===== config.mk =====
export PLATFORM = sky130hd
export DESIGN_NAME = process_ready_queue_quantum
export DESIGN_NICKNAME = d
export VERILOG_FILES = /design/src/design/prq_pkg.sv /design/src/design/process_ready_queue_quantum.sv /design/src/design/prq_cell.sv
export SDC_FILE = /design/constraint.sdc
export NUM_CORES = 2
export LEC_CHECK = 0
export BUFFER_PORTS_ARGS = -buffer_cell sky130_fd_sc_hd__buf_2
export CORE_MARGIN = 4
export CORE_UTILIZATION = 35
export DETAILED_ROUTE_END_ITERATION = 10
export PLACE_DENSITY = 0.59
export SLEW_MARGIN = 20
export SYNTH_ARGS = -nofsm -noshare
export SYNTH_HDL_FRONTEND = slang
export SYNTH_SLANG_ARGS = --single-unit

===== constraint.sdc =====
create_clock -name clk -period 27.8 [get_ports clk]
set_input_delay 0 -clock clk [delete_from_list [all_inputs] [get_ports clk]]
set_output_delay 0 -clock clk [all_outputs]
set_load 0.01 [all_outputs]

===== src/design/prq_pkg.sv =====
`timescale 1ns / 1ps
// ----------------------------------------------------------------------------
// prq_pkg
// Shared types and codes for the process ready queue: slot layout, cell
// control group, op codes and result codes.
// ----------------------------------------------------------------------------
package prq_pkg;

  localparam int NameW  = 64;
  localparam int IdW    = 16;
  localparam int TimeW  = 16;
  localparam int QuantW = 10;

  typedef enum logic [1:0] {
    OP_ENQ  = 2'd0,
    OP_RUN  = 2'd1,
    OP_REM  = 2'd2,
    OP_NONE = 2'd3
  } op_t;

  typedef enum logic [1:0] {
    RC_OK       = 2'd0,
    RC_EMPTY    = 2'd1,
    RC_FULL     = 2'd2,
    RC_NOTFOUND = 2'd3
  } rcode_t;

  typedef struct packed {
    logic [IdW-1:0]          id;
    logic [NameW-1:0]        name;
    logic                    rdy;
    logic signed [TimeW-1:0] tleft;
  } slot_t;

  typedef struct packed {
    logic load;
    logic run;
    logic shift_all;
    logic shift_hit;
    logic seen_clr;
    logic seen_step;
  } ctl_t;

endpackage


===== src/design/process_ready_queue_quantum.sv =====
`timescale 1ns / 1ps
// ----------------------------------------------------------------------------
// process_ready_queue_quantum
// Ordered ready queue of process entries with a time slice per run, built
// as a row of slot cells that shift toward the head.
// ----------------------------------------------------------------------------
// One item is taken at a time and gives one result. Enqueue, ops with no
// effect and ops refused on an empty queue pass the execute state and
// register their result in the report state; a run passes the run check
// too, and a remove by name the search state, where the match flag travels
// one cell per cycle down the row of QUEUE_DEPTH cells, and then the shift
// that closes the gap. A new item is accepted the cycle after the result is
// registered, even while it still waits on out_ready. While one result
// waits on out_ready, the next one holds in its report state until the
// first leaves. The quantum register resets to 10.
// ----------------------------------------------------------------------------
module process_ready_queue_quantum #(
  parameter int QUEUE_DEPTH = 16,
  parameter int NAME_BYTES  = 8
) (
  input  logic                              clk,
  input  logic                              rst_n,
  input  logic                              cfg_valid,
  output logic                              cfg_ready,
  input  logic [prq_pkg::QuantW-1:0]        cfg_data,
  input  logic                              in_valid,
  output logic                              in_ready,
  input  logic [1:0]                        in_op,
  input  logic [prq_pkg::IdW-1:0]           in_proc_id,
  input  logic [prq_pkg::NameW-1:0]         in_proc_name,
  input  logic                              in_ready_flag,
  input  logic signed [prq_pkg::TimeW-1:0]  in_time_left,
  output logic                              out_valid,
  input  logic                              out_ready,
  output logic [1:0]                        out_result_code,
  output logic                              out_head_finished,
  output logic [prq_pkg::IdW-1:0]           out_head_id,
  output logic signed [prq_pkg::TimeW-1:0]  out_head_time,
  output logic                              out_head_ready,
  output logic [4:0]                        out_entry_count
);
  import prq_pkg::*;

  localparam int CW = $clog2(QUEUE_DEPTH + 1);
  localparam int IW = $clog2(QUEUE_DEPTH);

  typedef enum logic [2:0] {
    ST_IDLE,
    ST_EXEC,
    ST_RUN_CHK,
    ST_SEARCH,
    ST_SHIFT,
    ST_REPORT
  } state_t;

  state_t               state_r;
  logic [CW-1:0]        count_r;
  logic [IW-1:0]        step_r;
  logic [QuantW-1:0]    quantum_r;
  op_t                  op_r;
  slot_t                item_r;
  rcode_t               code_r;
  logic                 fin_r;
  ctl_t                 ctl;

  logic                 out_valid_r;
  rcode_t               out_code_r;
  logic                 out_fin_r;
  logic [IdW-1:0]       out_id_r;
  logic signed [TimeW-1:0] out_time_r;
  logic                 out_rdy_r;
  logic [4:0]           out_cnt_r;

  logic [NameW-1:0]     cut_name;
  logic [CW+4:0]        cnt_ext;
  slot_t                slot_w [QUEUE_DEPTH];
  logic [QUEUE_DEPTH-1:0] seen_w;
  logic                 head_done;

  // keep name bytes up to the first zero byte
  always_comb begin
    logic keep;
    keep     = 1'b1;
    cut_name = '0;
    for (int b = 0; b < 8; b++) begin
      if (keep && (b < NAME_BYTES) && (in_proc_name[8*b +: 8] != 8'd0)) begin
        cut_name[8*b +: 8] = in_proc_name[8*b +: 8];
      end else begin
        keep = 1'b0;
      end
    end
  end

  assign cfg_ready = 1'b1;
  assign in_ready  = (state_r == ST_IDLE);
  assign cnt_ext   = {5'd0, count_r};
  assign head_done = slot_w[0].tleft[TimeW-1] || (slot_w[0].tleft == '0);

  always_comb begin
    ctl = '0;
    case (state_r)
      ST_IDLE: begin
        ctl.seen_clr = in_valid;
      end
      ST_EXEC: begin
        ctl.load = (op_r == OP_ENQ) && (count_r != CW'(QUEUE_DEPTH));
        ctl.run  = (op_r == OP_RUN) && (count_r != '0);
      end
      ST_RUN_CHK: begin
        ctl.shift_all = head_done;
      end
      ST_SEARCH: begin
        ctl.seen_step = 1'b1;
      end
      ST_SHIFT: begin
        ctl.shift_hit = seen_w[QUEUE_DEPTH-1];
      end
      default: begin
        ctl = '0;
      end
    endcase
  end

  for (genvar i = 0; i < QUEUE_DEPTH; i++) begin : g_cell
    slot_t nb_slot;
    logic  nb_seen;
    if (i == QUEUE_DEPTH - 1) begin : g_last
      assign nb_slot = slot_w[i];
    end else begin : g_mid
      assign nb_slot = slot_w[i+1];
    end
    if (i == 0) begin : g_first
      assign nb_seen = 1'b0;
    end else begin : g_rest
      assign nb_seen = seen_w[i-1];
    end
    prq_cell u_cell (
      .clk       (clk),
      .rst_n     (rst_n),
      .ctl       (ctl),
      .tail_sel  (count_r == CW'(i)),
      .is_head   (i == 0),
      .occupied  (CW'(i) < count_r),
      .quantum   (quantum_r),
      .key       (item_r.name),
      .load_slot (item_r),
      .next_slot (nb_slot),
      .seen_in   (nb_seen),
      .slot      (slot_w[i]),
      .seen_out  (seen_w[i])
    );
  end

  always_ff @(posedge clk) begin
    if (!rst_n) begin
      quantum_r <= QuantW'(10);
    end else if (cfg_valid && cfg_ready) begin
      quantum_r <= cfg_data;
    end
  end

  always_ff @(posedge clk) begin
    if (!rst_n) begin
      state_r     <= ST_IDLE;
      count_r     <= '0;
      step_r      <= '0;
      op_r        <= OP_NONE;
      code_r      <= RC_OK;
      fin_r       <= 1'b0;
      out_valid_r <= 1'b0;
      out_code_r  <= RC_OK;
      out_fin_r   <= 1'b0;
      out_id_r    <= '0;
      out_time_r  <= '0;
      out_rdy_r   <= 1'b0;
      out_cnt_r   <= '0;
    end else begin
      if (out_valid_r && out_ready && (state_r != ST_REPORT)) begin
        out_valid_r <= 1'b0;
      end
      case (state_r)
        ST_IDLE: begin
          if (in_valid) begin
            op_r         <= op_t'(in_op);
            item_r.id    <= in_proc_id;
            item_r.name  <= cut_name;
            item_r.rdy   <= in_ready_flag;
            item_r.tleft <= in_time_left;
            code_r       <= RC_OK;
            fin_r        <= 1'b0;
            step_r       <= '0;
            state_r      <= ST_EXEC;
          end
        end
        ST_EXEC: begin
          state_r <= ST_REPORT;
          case (op_r)
            OP_ENQ: begin
              if (count_r == CW'(QUEUE_DEPTH)) begin
                code_r <= RC_FULL;
              end else begin
                count_r <= count_r + 1'b1;
              end
            end
            OP_RUN: begin
              if (count_r == '0) begin
                code_r <= RC_EMPTY;
              end else begin
                state_r <= ST_RUN_CHK;
              end
            end
            OP_REM: begin
              if (count_r == '0) begin
                code_r <= RC_EMPTY;
              end else begin
                state_r <= ST_SEARCH;
              end
            end
            default: begin
              code_r <= RC_OK;
            end
          endcase
        end
        ST_RUN_CHK: begin
          if (head_done) begin
            count_r <= count_r - 1'b1;
            fin_r   <= 1'b1;
          end
          state_r <= ST_REPORT;
        end
        ST_SEARCH: begin
          step_r <= step_r + 1'b1;
          if (step_r == IW'(QUEUE_DEPTH - 1)) begin
            state_r <= ST_SHIFT;
          end
        end
        ST_SHIFT: begin
          if (seen_w[QUEUE_DEPTH-1]) begin
            count_r <= count_r - 1'b1;
          end else begin
            code_r <= RC_NOTFOUND;
          end
          state_r <= ST_REPORT;
        end
        ST_REPORT: begin
          if (!out_valid_r || out_ready) begin
            out_valid_r <= 1'b1;
            out_code_r  <= code_r;
            out_fin_r   <= fin_r;
            out_cnt_r   <= cnt_ext[4:0];
            if (count_r != '0) begin
              out_id_r   <= slot_w[0].id;
              out_time_r <= slot_w[0].tleft;
              out_rdy_r  <= slot_w[0].rdy;
            end else begin
              out_id_r   <= '0;
              out_time_r <= '0;
              out_rdy_r  <= 1'b0;
            end
            state_r <= ST_IDLE;
          end
        end
        default: begin
          state_r <= ST_IDLE;
        end
      endcase
    end
  end

  assign out_valid         = out_valid_r;
  assign out_result_code   = out_code_r;
  assign out_head_finished = out_fin_r;
  assign out_head_id       = out_id_r;
  assign out_head_time     = out_time_r;
  assign out_head_ready    = out_rdy_r;
  assign out_entry_count   = out_cnt_r;

`ifndef SYNTHESIS
  a_count_bound: assert property (@(posedge clk) disable iff (!rst_n)
    count_r <= CW'(QUEUE_DEPTH))
    else $error("queue count beyond depth");

  a_accept_exec: assert property (@(posedge clk) disable iff (!rst_n)
    in_valid && in_ready |=> state_r == ST_EXEC)
    else $error("accepted item not executed");

  a_fin_ok: assert property (@(posedge clk) disable iff (!rst_n)
    out_valid_r && out_fin_r |-> out_code_r == RC_OK)
    else $error("finished head with error code");

  a_count_step: assert property (@(posedge clk) disable iff (!rst_n)
    ##1 (count_r == $past(count_r) || count_r == $past(count_r) + 1'b1 ||
         count_r == $past(count_r) - 1'b1))
    else $error("count moved by more than one");
`endif

endmodule


===== src/design/prq_cell.sv =====
`timescale 1ns / 1ps
// ----------------------------------------------------------------------------
// prq_cell
// One queue slot: holds an entry, takes the neighbor's entry on a shift,
// runs a time slice when it is the head, and passes the match flag along.
// ----------------------------------------------------------------------------
module prq_cell (
  input  logic                          clk,
  input  logic                          rst_n,
  input  prq_pkg::ctl_t                 ctl,
  input  logic                          tail_sel,
  input  logic                          is_head,
  input  logic                          occupied,
  input  logic [prq_pkg::QuantW-1:0]    quantum,
  input  logic [prq_pkg::NameW-1:0]     key,
  input  prq_pkg::slot_t                load_slot,
  input  prq_pkg::slot_t                next_slot,
  input  logic                          seen_in,
  output prq_pkg::slot_t                slot,
  output logic                          seen_out
);
  import prq_pkg::*;

  slot_t                   slot_r, slot_nxt;
  logic                    seen_r, seen_nxt;
  logic                    match;
  logic signed [TimeW:0]   diff;
  logic signed [TimeW-1:0] sat_time;

  assign match    = occupied && (slot_r.name == key);
  assign seen_out = seen_r | match;
  assign slot     = slot_r;

  assign diff     = {slot_r.tleft[TimeW-1], slot_r.tleft} -
                    $signed({{(TimeW+1-QuantW){1'b0}}, quantum});
  assign sat_time = (diff[TimeW] != diff[TimeW-1]) ?
                    {1'b1, {(TimeW-1){1'b0}}} : diff[TimeW-1:0];

  always_comb begin
    slot_nxt = slot_r;
    if (ctl.load && tail_sel) begin
      slot_nxt = load_slot;
    end else if (ctl.shift_all || (ctl.shift_hit && seen_out)) begin
      slot_nxt = next_slot;
    end else if (ctl.run && is_head) begin
      slot_nxt.rdy   = 1'b0;
      slot_nxt.tleft = sat_time;
    end
  end

  always_comb begin
    seen_nxt = seen_r;
    if (ctl.seen_clr) begin
      seen_nxt = 1'b0;
    end else if (ctl.seen_step) begin
      seen_nxt = seen_in;
    end
  end

  always_ff @(posedge clk) begin
    slot_r <= slot_nxt;
  end

  always_ff @(posedge clk) begin
    if (!rst_n) begin
      seen_r <= 1'b0;
    end else begin
      seen_r <= seen_nxt;
    end
  end

endmodule

# After elaboration in Yosys (flattened, before gate mapping)
# Cells that the tools add are included.
dict set report op_classes {
  add_sub_neg 4
  multipliers 0
  div 0
  order_cmp 16
  n_eq_ne 53
  n_shift 0
  muxes 88
  n_bitwise 16
  n_reduce_logical 120
}
# cell n
set op_table {}
lappend op_table {{$mux W97} 15}
lappend op_table {{$mux W80} 15}
lappend op_table {{$eq A64 B64 Y1} 16}
lappend op_table {{$mux W17} 16}
lappend op_table {{$reduce_bool A8 Y1} 8}
lappend op_table {{$logic_and A1 B1 Y1} 58}
lappend op_table {{$mux W16} 3}
lappend op_table {{$eq A5 B4 Y1 const B} 8}
lappend op_table {{$lt A4 B5 Y1 const A} 8}
lappend op_table {{$reduce_bool A2 Y1} 17}
lappend op_table {{$eq A5 B3 Y1 const B} 4}
lappend op_table {{$lt A3 B5 Y1 const A} 4}
lappend op_table {{$mux W5} 4}
lappend op_table {{$logic_or A1 B1 Y1} 17}
lappend op_table {{$mux W1} 17}
lappend op_table {{$sub A16 B11 Y17} 1}
lappend op_table {{$logic_not A16 Y1} 1}
lappend op_table {{$mux W3} 5}
lappend op_table {{$or A1 B1 Y1} 15}
lappend op_table {{$pmux W3 S5} 1}
lappend op_table {{$pmux W5 S3} 1}
lappend op_table {{$ne A2 B2 Y1 const B} 7}
lappend op_table {{$eq A5 B2 Y1 const B} 2}
lappend op_table {{$lt A1 B5 Y1 const A} 2}
lappend op_table {{35 further kinds} 52}
dict set report word_totals {
  reg_bits 1733
  latchBits 0
  ramBits 0
  romBits 0
  in_bits 114
  elab_cells 401
  memories 0
}

# Logic depth before layout (Yosys ltp)
dict set report depth {
  word_depth 15
  ltp_mapped 15
}

# Cells and area by module
# Synthesis repeated with hierarchy kept, for this count alone.
dict set report unflattened {
  cells_unflattened 10551
  hier_area_um2 98400.6
}
# mod instances cells_per_inst area_each_um2 seq_area_each_um2
set modules_own_cells {}
lappend modules_own_cells {{prq_cell (g_cell[12].u_cell ...)} 13 624 5741.8 2932.8}
lappend modules_own_cells {{prq_cell (g_cell[0].u_cell ...)} 3 612 5689.2 2932.8}
lappend modules_own_cells {process_ready_queue_quantum 1 603 6690.2 4294.1}

# Least setup slack after synthesis
# OpenSTA, ideal clock, no wires.
dict set report synth_timing {
  path_kind {register to register}
  from {reg state_r[0]}
  to {reg g_cell[15].u_cell.slot_r (netlist bit g_cell[15].u_cell.slot[0]), enable pin}
  setup_time_ps 791
  arrival_ps 10137
  slack_ps 16872
  stages_incl_launch_ff 5
  period_less_slack_ps 10928
  path_cell_list {dfxtp_1 nor2b_1 and2b_1 nand2_2 nor4_1}
}
dict set report synth_via {
  elab_chain_len 3
}
# item line_no
set synth_rtl {}
lappend synth_rtl {{start, declared} process_ready_queue_quantum.sv:56} ;# state_t state_r;
lappend synth_rtl {{start signal, assigned} process_ready_queue_quantum.sv:164} ;# state_r <= ST_IDLE;
lappend synth_rtl {{start signal, assigned} process_ready_queue_quantum.sv:192} ;# state_r <= ST_EXEC;
lappend synth_rtl {{start signal, assigned} process_ready_queue_quantum.sv:196} ;# state_r <= ST_REPORT;
lappend synth_rtl {{$eq A3 B1 Y1} process_ready_queue_quantum.sv:101} ;# case (state_r)
lappend synth_rtl {{$mux W2} process_ready_queue_quantum.sv:101}
lappend synth_rtl {{$logic_and A1 B1 Y1} prq_cell.sv:41} ;# if (ctl.load && tail_sel) begin
lappend synth_rtl {{end signal, assigned} prq_cell.sv:61} ;# slot_r <= slot_nxt;
lappend synth_rtl {{end, declared} prq_cell.sv:24} ;# slot_t slot_r, slot_nxt;
# Every way passes these cells.
# A chain may end at the register's enable or synchronous reset.

# Worst setup path after layout
dict set report layout_timing {
  from {reg item_r[34] (netlist name)}
  to {reg g_cell[11].u_cell.slot_r (netlist bit g_cell[11].u_cell.slot[36]), enable pin}
}
dict set report layout_via {
  elab_chain_len 7
  elab_cells_between_ends 10
  cone_classes {eq/ne (2); mux (1); bitwise (2); reduce/logical (5)}
}
# item line_no
set layout_rtl {}
lappend layout_rtl {{start, declared} process_ready_queue_quantum.sv:61} ;# slot_t item_r;
lappend layout_rtl {{$eq A64 B64 Y1} prq_cell.sv:30} ;# assign match = occupied && (slot_r.name == key);
lappend layout_rtl {{$logic_and A1 B1 Y1} prq_cell.sv:30}
lappend layout_rtl {{$or A1 B1 Y1} prq_cell.sv:31} ;# assign seen_out = seen_r | match;
lappend layout_rtl {{$mux W1} process_ready_queue_quantum.sv:101}
lappend layout_rtl {{$logic_and A1 B1 Y1 *} prq_cell.sv:43} ;# end else if (ctl.shift_all || (ctl.shift_hit && seen_out)) begin
lappend layout_rtl {{$logic_or A1 B1 Y1 *} prq_cell.sv:43}
lappend layout_rtl {{$reduce_bool A2 Y1 (no line) *} -}
lappend layout_rtl {{end signal, assigned} prq_cell.sv:61}
lappend layout_rtl {{end, declared} prq_cell.sv:24}
# Every way passes the cells marked *; elsewhere a longest branch is shown, timed or not.

==> impl_metrics.json <==
{
  "crit_top_cell": "buf_4",
  "ios": 158,
  "antenna_found_initial": 8,
  "setup_tns_ns": 0,
  "grt_pass1_vias": 52300,
  "die_w_um": 497,
  "cts_tree": "yes",
  "start_util": 0.352,
  "clkTransAtPathRegs_ns": 0.06,
  "synth_cell_types": 72,
  "first_pass_iters": 6,
  "dp_cells": 9164,
  "fin_crit_ns": 5.23,
  "hold_class": "in2reg",
  "power_w": 0.00573,
  "crit_type": "reg2reg",
  "fin_nets": 6541,
  "hold_viol_final": 0,
  "cts_buffers": 187,
  "relSlewSlack": 0.116,
  "grt_setup_unrepaired": "no",
  "fin_crit_sh": 0.188,
  "drt_iter0_drc": 5876,
  "area_growth_pct": 14.6,
  "core_area_sq_um": 238000,
  "vdd_drop_max_mv": 0.0674,
  "crit_path_end_kind": "flip-flop",
  "synth_fp_nets": 6325,
  "postCtsSetupBuffers": 0,
  "avgSynthCellArea_sq_um": 13.5,
  "grt_start_max_net_pins": 81,
  "grtUsageTotal": 0.230,
  "status": "completed",
  "synth_enable_flop_cells": 1649,
  "ys_seq_area_frac": 0.613,
  "finalSetupViolations": 0,
  "worstPathArrival_ns": 5.69,
  "drc_errors": 0,
  "cts_buffer_depth": 3,
  "path_cells": "buf_4 -> inv_1 -> a221o_1 -> nor4_1 -> nand4_1 -> o2bb2a_4 -> o221ai_4 -> buf_4 -> buf_4",
  "synth_warnings": 0,
  "async_flop_share": 0,
  "drt_wl_total_um": 291000,
  "critPathRequiredTime_ns": 28.26,
  "drive_gt1_frac": 0.249,
  "critPathMaxStageDelay_ns": 0.83,
  "ant_nets": 0,
  "final_cells": 9724,
  "grt_pass1_wl_um": 405000,
  "dieArea_sq_um": 247000,
  "fp.dieH_um": 497,
  "clock-root-buffer": "clkbuf_16",
  "synth_ff_type": "edfxtp_1",
  "worst-r2r-setup-slack_ns": 22.57,
  "ys_ff_latch": 1733,
  "synth_cells": 6190,
  "drt-vias-per-instance": 5.44,
  "gp_congestion": 1.01,
  "via_count": 52900,
  "crit_path_start_kind": "flip-flop",
  "power_leakage_nw": 32.3,
  "worst_pin_slew_ns": 1.31,
  "dp.final_hpwl_um": 197000,
  "synthesis.area_sq_um": 83600,
  "cts.htree.levels": 4,
  "cts.sinks": 1733,
  "maxCapViolCount": 0,
  "p_per_area_nw_per_um2": 59.8,
  "numPortBuffers": 156,
  "cts_resized": 0,
  "avgRoutedWirePerCell_um": 29.9,
  "gr-total-overflow": 0,
  "slowest_stage": "buf_4",
  "max_freq_mhz": 191,
  "rows": 179,
  "drv_slew": 0,
  "finalClockSkew_ns": 0.0504,
  "cp_max_fo": 50,
  "clk_latency_ns": 0.86
}
flip-flops by register name, summed over array words and instances, names as in the netlist:
signal,count
code_r,2
count_r,5
fin_r,1
g_cell.u_cell.seen_r,15
g_cell.u_cell.slot,1552
item_r,97
op_r,2
out_entry_count,5
out_head_finished,1
out_head_id,16
out_head_ready,1
out_head_time,16
out_result_code,2
out_valid,1
quantum_r,10
state_r,3
step_r,4
synth_stat cells, types with 7 or more instances:
| cell type | count | area [sq um] |
|---|---|---|
| nand4_1 | 143 | 895 |
| a31oi_1 | 12 | 75.1 |
| a21boi_0 | 10 | 75.1 |
| xnor2_1 | 471 | 4130 |
| a211oi_1 | 14 | 105 |
| buf_2 | 70 | 350 |
| o21a_1 | 7 | 52.6 |
| a221o_1 | 8 | 80.1 |
| o2bb2ai_1 | 7 | 61.3 |
| nand2_1 | 715 | 2680 |
| a221oi_1 | 7 | 61.3 |
| nor4_1 | 173 | 1080 |
| dfxtp_1 | 84 | 1680 |
| nor2b_1 | 68 | 425 |
| o21ai_0 | 309 | 1550 |
| nor2_1 | 49 | 184 |
| nor3_1 | 35 | 175 |
| inv_1 | 73 | 274 |
| o211ai_1 | 14 | 105 |
| nand3_1 | 35 | 175 |
| xor2_1 | 504 | 4410 |
| buf_1 | 64 | 240 |
| nand2b_1 | 14 | 87.6 |
| o22ai_1 | 17 | 106 |
| edfxtp_1 | 1649 | 49500 |
| ha_1 | 20 | 250 |
| a21oi_1 | 17 | 85.1 |
| and2_1 | 56 | 350 |
| mux2_2 | 1033 | 11600 |
| mux2i_1 | 15 | 150 |
| a22oi_1 | 39 | 293 |
| o221ai_1 | 11 | 96.3 |
| a22o_1 | 9 | 78.8 |
| clkbuf_1 | 363 | 1360 |
where the power goes:
group	internal [W]	total, W	switching, W	leakage (nW)
Combinational	0.000125	0.000420	0.000295	14.0
Sequential	0.00284	0.00288	0.0000310	15.5
Clock	0.00136	0.00243	0.00107	2.81
Total	0.00433	0.00573	0.00139	32.3
repair_timing:
item | 4_1_cts | 5_1_grt
endpoints found under the setup margin | 0 | 0
endpoints found under the hold margin | 177 | 0
hold buffers | 219 | 0
final cells by class:
| type | count | area, sq um |
|---|---|---|
| well taps | 3167 | 3960 |
| diodes | 4 | 10.0 |
| inverters | 75 | 282 |
| repair buffers | 535 | 4210 |
| flip-flops and latches | 1733 | 51200 |
| fillers | 21900 | 142000 |
| multi-input cells | 3874 | 30300 |
| clock buffers | 243 | 4940 |
| clock inverters | 93 | 876 |
final timing paths:
check / from / endpoint / depth (start not counted)
worst max register to register: item_r[34]$_SDFFCE_PN0P_ / g_cell[11].u_cell.slot[36]$_DFFE_PP_ / 9
worst min-delay path: in_proc_name[60] / item_r[77]$_SDFFCE_PN0P_ / 3
worst min register to register: out_entry_count[2]$_SDFFE_PN0P_ / out_entry_count[2]$_SDFFE_PN0P_ / 2
worst max-delay path: item_r[34]$_SDFFCE_PN0P_ / g_cell[11].u_cell.slot[36]$_DFFE_PP_ / 9
worst max-delay path, delay by kind of cell, from the launching register on:
kind / cells / cell delay, ns
AOI/OAI and AO/OA: 3 / 1.17
and+or+nand+nor: 2 / 0.62
DFF: 1 / 0.32
buffers and inverters: 4 / 2.46
placed cells by master, fill, tap and decap left out, types with 15 or more instances in the layout:
master | synthesis | layout
a21oi_1 | 17 | 17
a22oi_1 | 39 | 39
and2_1 | 56 | 56
buf_2 | 70 | 156
buf_4 | 6 | 158
clkbuf_1 | 363 | 52
clkbuf_16 | 0 | 188
clkinv_1 | 0 | 43
clkinv_2 | 0 | 20
dfxtp_1 | 84 | 84
dlygate4sd3_1 | 0 | 219
edfxtp_1 | 1649 | 1649
ha_1 | 20 | 20
inv_1 | 73 | 73
mux2_2 | 1033 | 1033
mux2i_1 | 15 | 15
nand2_1 | 715 | 708
nand3_1 | 35 | 29
nand4_1 | 143 | 143
nor2_1 | 49 | 47
nor2b_1 | 68 | 67
nor3_1 | 35 | 35
nor4_1 | 173 | 172
o21ai_0 | 309 | 307
o22ai_1 | 17 | 17
xnor2_1 | 471 | 471
xor2_1 | 504 | 504
stage by stage:
| step | area (sq um) | setup slack, ns | utilization | hold WS (ns) |
|---|---|---|---|---|
| after floorplan | 83600 | 16.87 | - | 0.0989 |
| after global placement | 87700 | 22.58 | 0.369 | 0.178 |
| after detailed placement | 87700 | 22.56 | 0.369 | 0.178 |
| after CTS | 95700 | 22.55 | 0.403 | 0.0118 |
| after global routing | 95700 | 22.46 | 0.403 | 0.0617 |
| final | 95700 | 22.57 | 0.403 | 0.0848 |
routing by layer:
metal	global-route usage	wire length (um)	up-vias	share of wire
met5	0	0	-	0
met4	0.156	23600	0	0.081
met3	0.0337	19900	689	0.069
met2	0.369	134000	2512	0.46
met1	0.289	113000	26700	0.39
li1	-	-	23000	-
cell families after synthesis:
kind of cell / Yosys count / synth area share
flip-flops: 1733 / 0.613
AND/OR/NAND/NOR: 1314 / 0.0752
other: 1 / 0.0000449
AO/OA/AOI/OAI: 515 / 0.0376
adder cells (fa/ha/maj): 21 / 0.00323
buffers and inverters: 583 / 0.0280
XOR/XNOR: 975 / 0.102
multiplexers: 1048 / 0.141
No activity file was read; power rests on OpenSTA's default activity.
